File: src/rtl/core/sst_pkg.sv
// shared types and constants for the sorted set table
package sst_pkg;

    localparam int CAPACITY_DEF = 16;
    localparam int VALUE_W      = 32;
    localparam int INDEX_W      = 4;
    localparam int COUNT_W      = 5;

    // operation codes carried in a command word
    typedef enum logic [1:0] {
        MODE_INSERT = 2'd0,
        MODE_DELETE = 2'd1,
        MODE_SEARCH = 2'd2,
        MODE_READ   = 2'd3
    } mode_t;

    // result status codes
    typedef enum logic [1:0] {
        STATUS_OK   = 2'd0,
        STATUS_MISS = 2'd1,
        STATUS_FULL = 2'd2
    } status_t;

    // command word
    typedef struct packed {
        mode_t                      mode;
        logic signed [VALUE_W-1:0]  value;
        logic [INDEX_W-1:0]         index;
    } cmd_t;

    // result word
    typedef struct packed {
        status_t                    status;
        logic signed [VALUE_W-1:0]  read_value;
        logic [COUNT_W-1:0]         count;
        logic                       is_empty;
    } result_t;

    // broadcast from the control to every cell
    typedef struct packed {
        logic                       do_insert;
        logic                       do_delete;
        logic signed [VALUE_W-1:0]  value;
    } cell_ctl_t;

endpackage

File: src/rtl/core/sst_cell.sv
// one storage cell of the sorted chain: holds an entry and shifts with its neighbors
module sst_cell (
    input  logic                                clk,
    input  sst_pkg::cell_ctl_t                  ctl,
    input  logic                                occupied,
    input  logic                                left_thr,
    input  logic signed [sst_pkg::VALUE_W-1:0]  left_entry,
    input  logic signed [sst_pkg::VALUE_W-1:0]  right_entry,
    output logic                                thr,
    output logic                                hit,
    output logic signed [sst_pkg::VALUE_W-1:0]  entry
);

    logic signed [sst_pkg::VALUE_W-1:0] entry_reg;
    logic signed [sst_pkg::VALUE_W-1:0] entry_next;
    logic                               le;

    // compare the broadcast value against the held entry
    assign le    = (ctl.value <= entry_reg);
    assign thr   = !occupied || le;
    assign hit   = occupied && (ctl.value == entry_reg);
    assign entry = entry_reg;

    // insert shifts up from the left, delete pulls down from the right
    always_comb
    begin
        entry_next = entry_reg;
        if (ctl.do_insert)
        begin
            if (left_thr)
                entry_next = left_entry;
            else if (thr)
                entry_next = ctl.value;
        end
        else if (ctl.do_delete && occupied && le)
        begin
            entry_next = right_entry;
        end
    end

    // entry storage, undefined until written
    always_ff @(posedge clk)
    begin
        entry_reg <= entry_next;
    end

endmodule

File: src/rtl/core/sorted_set_table.sv
// Sorted set table: holds up to CAPACITY distinct signed 32-bit values in ascending order
// in a row of cells, one entry per cell. Every cell compares the command value against
// its entry at once, so insert, delete, search and read never stall:
// busy stays low, a command is taken on every clock with start high, and its result
// appears with done high for exactly one cycle on the next clock. The receiver cannot
// stall; a result not taken in that cycle is lost. The compare, the found reduction over
// all cells and the shift selection form one combinational path. Insert on a full table
// reports status 2, a duplicate, absent value or read at or past the count reports 1.
module sorted_set_table #(
    parameter int CAPACITY = sst_pkg::CAPACITY_DEF
) (
    input  logic              clk,
    input  logic              rst_n,
    input  logic              start,
    output logic              busy,
    input  sst_pkg::cmd_t     cmd,
    output logic              done,
    output sst_pkg::result_t  result
);

    localparam int CNT_W  = $clog2(CAPACITY + 1);
    localparam int ADDR_W = $clog2(CAPACITY);

    logic [CNT_W-1:0]                   count_reg;
    logic [CNT_W-1:0]                   count_next;
    logic                               done_reg;
    sst_pkg::result_t                   res_reg;
    sst_pkg::result_t                   res_next;

    logic [CAPACITY-1:0]                occ;
    logic [CAPACITY-1:0]                thr;
    logic [CAPACITY-1:0]                hit;
    logic signed [sst_pkg::VALUE_W-1:0] entry [CAPACITY];
    sst_pkg::cell_ctl_t                 ctl;

    logic                               accept;
    logic                               found;
    logic                               full;
    logic                               idx_ok;
    logic [ADDR_W-1:0]                  rd_addr;

    assign busy   = 1'b0;
    assign accept = start && !busy;
    assign found  = |hit;
    assign full   = (count_reg == CNT_W'(CAPACITY));
    assign idx_ok = (CNT_W'(cmd.index) < count_reg) && (cmd.index < CAPACITY);
    assign rd_addr = ADDR_W'(cmd.index);

    // broadcast control to the cells
    always_comb
    begin
        ctl.value     = cmd.value;
        ctl.do_insert = accept && (cmd.mode == sst_pkg::MODE_INSERT) && !full && !found;
        ctl.do_delete = accept && (cmd.mode == sst_pkg::MODE_DELETE) && found;
    end

    // chain of cells
    for (genvar i = 0; i < CAPACITY; i++)
    begin : g_cell
        logic                               l_thr;
        logic signed [sst_pkg::VALUE_W-1:0] l_entry;
        logic signed [sst_pkg::VALUE_W-1:0] r_entry;

        assign occ[i] = (CNT_W'(i) < count_reg);

        if (i == 0)
        begin : g_first
            assign l_thr   = 1'b0;
            assign l_entry = cmd.value;
        end
        else
        begin : g_mid
            assign l_thr   = thr[i-1];
            assign l_entry = entry[i-1];
        end

        if (i == CAPACITY - 1)
        begin : g_last
            assign r_entry = entry[i];
        end
        else
        begin : g_inner
            assign r_entry = entry[i+1];
        end

        sst_cell u_cell (
            .clk         (clk),
            .ctl         (ctl),
            .occupied    (occ[i]),
            .left_thr    (l_thr),
            .left_entry  (l_entry),
            .right_entry (r_entry),
            .thr         (thr[i]),
            .hit         (hit[i]),
            .entry       (entry[i])
        );
    end

    // count update and result word
    always_comb
    begin
        count_next = count_reg;
        if (ctl.do_insert)
            count_next = count_reg + CNT_W'(1);
        else if (ctl.do_delete)
            count_next = count_reg - CNT_W'(1);

        res_next.read_value = '0;
        res_next.status     = sst_pkg::STATUS_OK;
        unique case (cmd.mode)
            sst_pkg::MODE_INSERT:
            begin
                if (full)
                    res_next.status = sst_pkg::STATUS_FULL;
                else if (found)
                    res_next.status = sst_pkg::STATUS_MISS;
            end
            sst_pkg::MODE_DELETE, sst_pkg::MODE_SEARCH:
            begin
                if (!found)
                    res_next.status = sst_pkg::STATUS_MISS;
            end
            sst_pkg::MODE_READ:
            begin
                if (idx_ok)
                    res_next.read_value = entry[rd_addr];
                else
                    res_next.status = sst_pkg::STATUS_MISS;
            end
            default:
            begin
                res_next.status = sst_pkg::STATUS_MISS;
            end
        endcase
        res_next.count    = sst_pkg::COUNT_W'(count_next);
        res_next.is_empty = (count_next == '0);
    end

    // control state
    always_ff @(posedge clk or negedge rst_n)
    begin
        if (!rst_n)
        begin
            count_reg <= '0;
            done_reg  <= 1'b0;
        end
        else
        begin
            count_reg <= accept ? count_next : count_reg;
            done_reg  <= accept;
        end
    end

    // result register
    always_ff @(posedge clk)
    begin
        if (accept)
            res_reg <= res_next;
    end

    assign done   = done_reg;
    assign result = res_reg;

endmodule

File: config.mk
export PLATFORM = sky130hd
export DESIGN_NAME = sorted_set_table
export DESIGN_NICKNAME = d
export VERILOG_FILES = /design/src/rtl/core/sst_pkg.sv /design/src/rtl/core/sst_cell.sv /design/src/rtl/core/sorted_set_table.sv
export SDC_FILE = /design/constraint.sdc
export NUM_CORES = 2
export LEC_CHECK = 0
export ABC_AREA = 1
export BUFFER_PORTS_ARGS = -buffer_cell sky130_fd_sc_hd__buf_2
export CAP_MARGIN = 20
export CORE_UTILIZATION = 60
export DETAILED_ROUTE_END_ITERATION = 8
export MAX_ROUTING_LAYER = met4
export PLACE_DENSITY = 0.86
export SLEW_MARGIN = 20
export SYNTH_ARGS = -nofsm -noshare
export SYNTH_HDL_FRONTEND = slang
export SYNTH_HIERARCHICAL = 1
export SYNTH_SLANG_ARGS = --single-unit
File: constraint.sdc
create_clock -name clk -period 6.4 [get_ports clk]
set_clock_uncertainty 0.2 [all_clocks]
set_input_delay 0.96 -clock clk [delete_from_list [all_inputs] [get_ports clk]]
set_output_delay 0.96 -clock clk [all_outputs]
set_load 0.05 [all_outputs]
### Yosys cells after proc, flatten, opt, wreduce, memory -nomap -nowiden

Index checks and enable logic that the tools add are counted.
Widths: inputs -> output; s select.

| word-level totals | value |
|---|---|
| bits in registers | 558 |
| bits in latches | 0 |
| output and inout port bits | 42 |
| bits in writable memories | 0 |
| input port bits | 41 |
| word-level logic and storage cells | 287 |
| memories kept | 0 |
| ROM bits | 0 |

| operators by class | value |
|---|---|
| add/subtract/negate cells | 2 |
| multiplexer cells | 71 |
| equality and inequality tests | 35 |
| reduce and logical (&&, ||, !) cells | 122 |
| div/mod/pow operators | 0 |
| shift-type cells | 0 |
| bitwise logic cells | 1 |
| order comparisons | 34 |
| multiply operators | 0 |

Operators with widths:

| kind | number |
|---|---|
| $mux 32 | 63 |
| $eq 32x32->1 | 16 |
| $le 32x32->1 | 16 |
| $bmux 32 s4 | 1 |
| $logic_and 1x1->1 | 51 |
| $ne 3x1->1 const B | 14 |
| $lt 4x5->1 const A | 8 |
| $reduce_and 2->1 | 17 |
| $reduce_bool 2->1 | 16 |
| $lt 3x5->1 const A | 4 |
| $logic_not 1->1 | 18 |
| $logic_or 1x1->1 | 16 |
| $reduce_or 16->1 | 1 |
| $lt 1x5->1 const A | 2 |
| $lt 2x5->1 const A | 2 |
| $mux 5 | 2 |
| $pmux 2 s3 | 1 |
| $add 5x1->5 const B | 1 |
| $eq 5x5->1 const B | 1 |
| $ge 5x5->1 const B | 1 |
| $logic_not 5->1 | 1 |
| $lt 4x5->1 | 1 |
| $not 4->5 | 1 |
| $sub 5x1->5 const B | 1 |
| 7 further kinds | 10 |

### Depth between registers and ports, before layout

| depth | value |
|---|---|
| word-level depth | 8 |
| depth in mapped cells | 21 |

### By module

The synthesis kept the hierarchy.

By module, submodules not included:

| module | area an instance (um^2) | cells an instance | times used |
|---|---|---|---|
| sst_cell (g_cell[0].u_cell ...) | 2516.2 | 328 | 15 |
| sorted_set_table | 7244.4 | 1120 | 1 |
| sst_cell (g_cell[9].u_cell) | 2532.4 | 333 | 1 |

### Least setup slack after synthesis

OpenSTA, ideal clock, no wires.

| timing path | value |
|---|---|
| path kind | input to register |
| start point | input port cmd[35] (netlist name) |
| end point | register g_cell[0].u_cell.entry_reg, in the netlist g_cell[0].u_cell/entry[0], enable pin |
| stages | 17 |
| slack | 816 ps |
| library setup time | 421 ps |
| path buffers | 2 |
| data arrival time | 4963 ps |
| cells stage by stage | ha_1 nand2_2 nor2_2 nor3b_2 nand4_1 nor2_1 nor2_1 nand2_1 nor2_1 nand2_1 inv_1 nand2_2 inv_1 buf_6 buf_6 a21oi_1 nor2_1 |

RTL lines:

| what | line | RTL |
|---|---|---|
| from (decl) | sorted_set_table.sv:16 | `input sst_pkg::cmd_t cmd,` |
| to (signal assigned) | sst_cell.sv:44 | `entry_reg <= entry_next;` |
| to (decl) | sst_cell.sv:14 | `logic signed [sst_pkg::VALUE_W-1:0] entry_reg;` |

==> impl_metrics.json <==
{
  "status": "finished clean",
  "finalSetupViolations": 0,
  "first_iter_violations": 6237,
  "num_io_pins": 83,
  "cts_resized": 0,
  "grt_usage_pct": 36.01,
  "place_area_um2": 48700,
  "tightest_slew_ps": 1191,
  "initial_core_util_pct": 61.04,
  "min_to": "g_cell[9].u_cell/entry[25]",
  "first_global_vias": 42380,
  "final_cell_mix": "1728 x nand2_1, 830 x inv_1, 709 x nor2_1",
  "finalCritPeriodShare_pct": 82.18,
  "crit_path_max_fanout": 143,
  "fin_crit_ps": 5259,
  "synthToLayoutAreaGrowth_pct": 6.822,
  "rr_worst_depth": 16,
  "yosysUniqueCellTypes": 37,
  "yosys.area.top_type": "edfxtp_1",
  "post-place-ws_ps": 777.8,
  "wl_per_cell_um": 19.56,
  "synth_cells": 6373,
  "grt_remaining_overflow": 0,
  "fmax_mhz": 190.1,
  "antenna_left": 0,
  "ys_seq_area_share_pct": 35.20,
  "ys_top_cells_by_area": "edfxtp_1 35%, ha_1 14%, nand2_1 14%",
  "yosys_warnings": 6,
  "reg2reg_slack_ps": 1300,
  "reg2reg_from": "count_reg[2]",
  "antenna_found_initial": 1,
  "portBuffers": 81,
  "gp_congestion": 1.006,
  "min-delay-path-class": "register to register",
  "final-seq-area_um2": 16730,
  "cap_violations": 0,
  "fin_total_pwr_mw": 11.61,
  "layout_commonest_cell": "nand2_1",
  "hold_viol": 0,
  "n_fill_cell": 6443,
  "avgSynthCellArea_um2": 7.456,
  "critPathArrivalTime_ps": 5500,
  "rsz0062_at_grt": "no",
  "max_slew_margin_pct": 20.63,
  "multi_input_area_um2": 26030,
  "cts_buffer_depth": 3,
  "grt_first_pass_wirelength_um": 226300,
  "dr.pass1.iters": 8,
  "final_area_um2": 50760,
  "hpwl_um": 103300,
  "r2r_end": "g_cell[2].u_cell/entry[21]",
  "fin_ws_ps": 1141,
  "grt_max_degree": 178,
  "rows": 102,
  "numCtsBuffers": 66,
  "die_x_um": 283.4,
  "fin_tns_setup_ps": 0,
  "coreArea_um2": 77850,
  "drc": 0,
  "final_layout_size_suffix_gt1_share_pct": 6.710,
  "die_area_um2": 80330,
  "syn_area_um2": 47520,
  "dr_total_vias": 45480,
  "cts_tree": "yes",
  "wl_um": 144800,
  "hold_start": "g_cell[10].u_cell/entry[25]",
  "critPathLaunchType": "input port",
  "worstSkewPairLatency_ps": 620,
  "yosysTopAreaCellShare_pct": 34.88,
  "cts.sinks": 558,
  "final_max_slew_viol_count": 0,
  "cp_data_required_time_ps": 6640,
  "cts_root_buf": "clkbuf_16",
  "ir_worst_vdd_mv": 0.2355,
  "largest_reg_flops": 512,
  "crit_path_end_kind": "register",
  "h-tree-depth": 3,
  "timing.hold.ws_ps": 427.9,
  "path_class": "input port to register",
  "viasPerCell": 6.141,
  "powerDensity_nw_per_um2": 228.8,
  "nNetsFinal": 6876,
  "die_h_um": 283.4,
  "path_clk_slew_ps": 60,
  "p_leak_nw": 24.33,
  "hold_depth": 2,
  "ys_ff_latch": 558
}
[worst max-delay path: stages]
cell,delay [ps]
buf_2,540
buf_4,250
ha_1,240
nand2_1,70
nor2_1,50
nand4_2,90
nor2_2,70
nand4_1,130
nor2_1,70
nor2_1,330
nand2_1,110
nor2_1,110
nand2_1,160
inv_1,170
nand2_2,170
inv_8,640
buf_4,900
nor2_1,140
a31oi_1,220
[cell type report]
| class | count | area share [%] |
|---|---|---|
| clock inverters | 31 | 0.2835 |
| well taps | 1040 | 2.563 |
| flip-flops and latches | 558 | 32.95 |
| diodes | 1 | 0.004930 |
| repair buffers | 189 | 2.790 |
| clock buffers | 89 | 3.692 |
| inverters | 867 | 6.436 |
| multi-input cells | 4630 | 51.28 |
[power breakdown]
group	internal [mW]	switching, mW	total [mW]
sequential	4.22	0.158	4.38
combinational	0.980	2.60	3.58
clock	2.05	1.60	3.66
[kinds of logic after synthesis]
| group | synth area share [%] |
|---|---|
| AOI/OAI and AO/OA | 15.74 |
| xor gates and xnor gates | 0.05530 |
| adders and majority gates | 13.77 |
| buffers and inverters | 10.24 |
| DFF | 35.20 |
| muxes | 2.696 |
| other | 0.007892 |
| and+or+nand+nor | 22.29 |
[worst max path at each step]
stage          depth (start not counted)  slack, ps                          to     from
6_report                              19       1140  g_cell[2].u_cell/entry[21]  cmd[25]
5_1_grt                               19        910  g_cell[1].u_cell/entry[31]  cmd[25]
4_1_cts                               18       1410  g_cell[2].u_cell/entry[20]  cmd[25]
3_5_place_dp                          18        780  g_cell[2].u_cell/entry[20]  cmd[25]
3_3_place_gp                          17        910  g_cell[0].u_cell/entry[29]  cmd[30]
2_1_floorplan                         17        820   g_cell[0].u_cell/entry[0]  cmd[35]
[cell usage after synthesis, drive strengths merged]
master and count:
o21a 32, nor3 4, nor2 771, o2111ai 1, edfxtp 552, nor3b 1
dfrtp 6, o211ai 56, mux2i 128, o21ai 360, clkinv 3, a21o 17
xor2 2, nand2 1746, a31oi 482, nand4 66, inv 864, a21oi 373
xnor2 1, conb 1, clkbuf 247, buf 72, nand3 65, ha 523
[per-layer routing]
| layer | up-vias | global-route usage, % | part of all wire (%) |
|---|---|---|---|
| li1 | 21210 | - | - |
| met1 | 20890 | 46.29 | 39 |
| met2 | 2897 | 54.61 | 45 |
| met3 | 481 | 5.804 | 11 |
| met4 | 0 | 19.14 | 5.4 |
| met5 | - | - | 0 |
[stage by stage]
step / util, % / instances
finish: 65.20 / 7405
detailed placement: 62.56 / 7282
global route: 65.20 / 7405
floorplan: - / 6374
global placement: 62.56 / 7282
CTS: 65.17 / 7403
[timing repair]
action	CTS	global route
setup buffers	0	0
hold buffers	1	0
hold endpoints to repair	6	0
(Power assumes the default switching activity.)
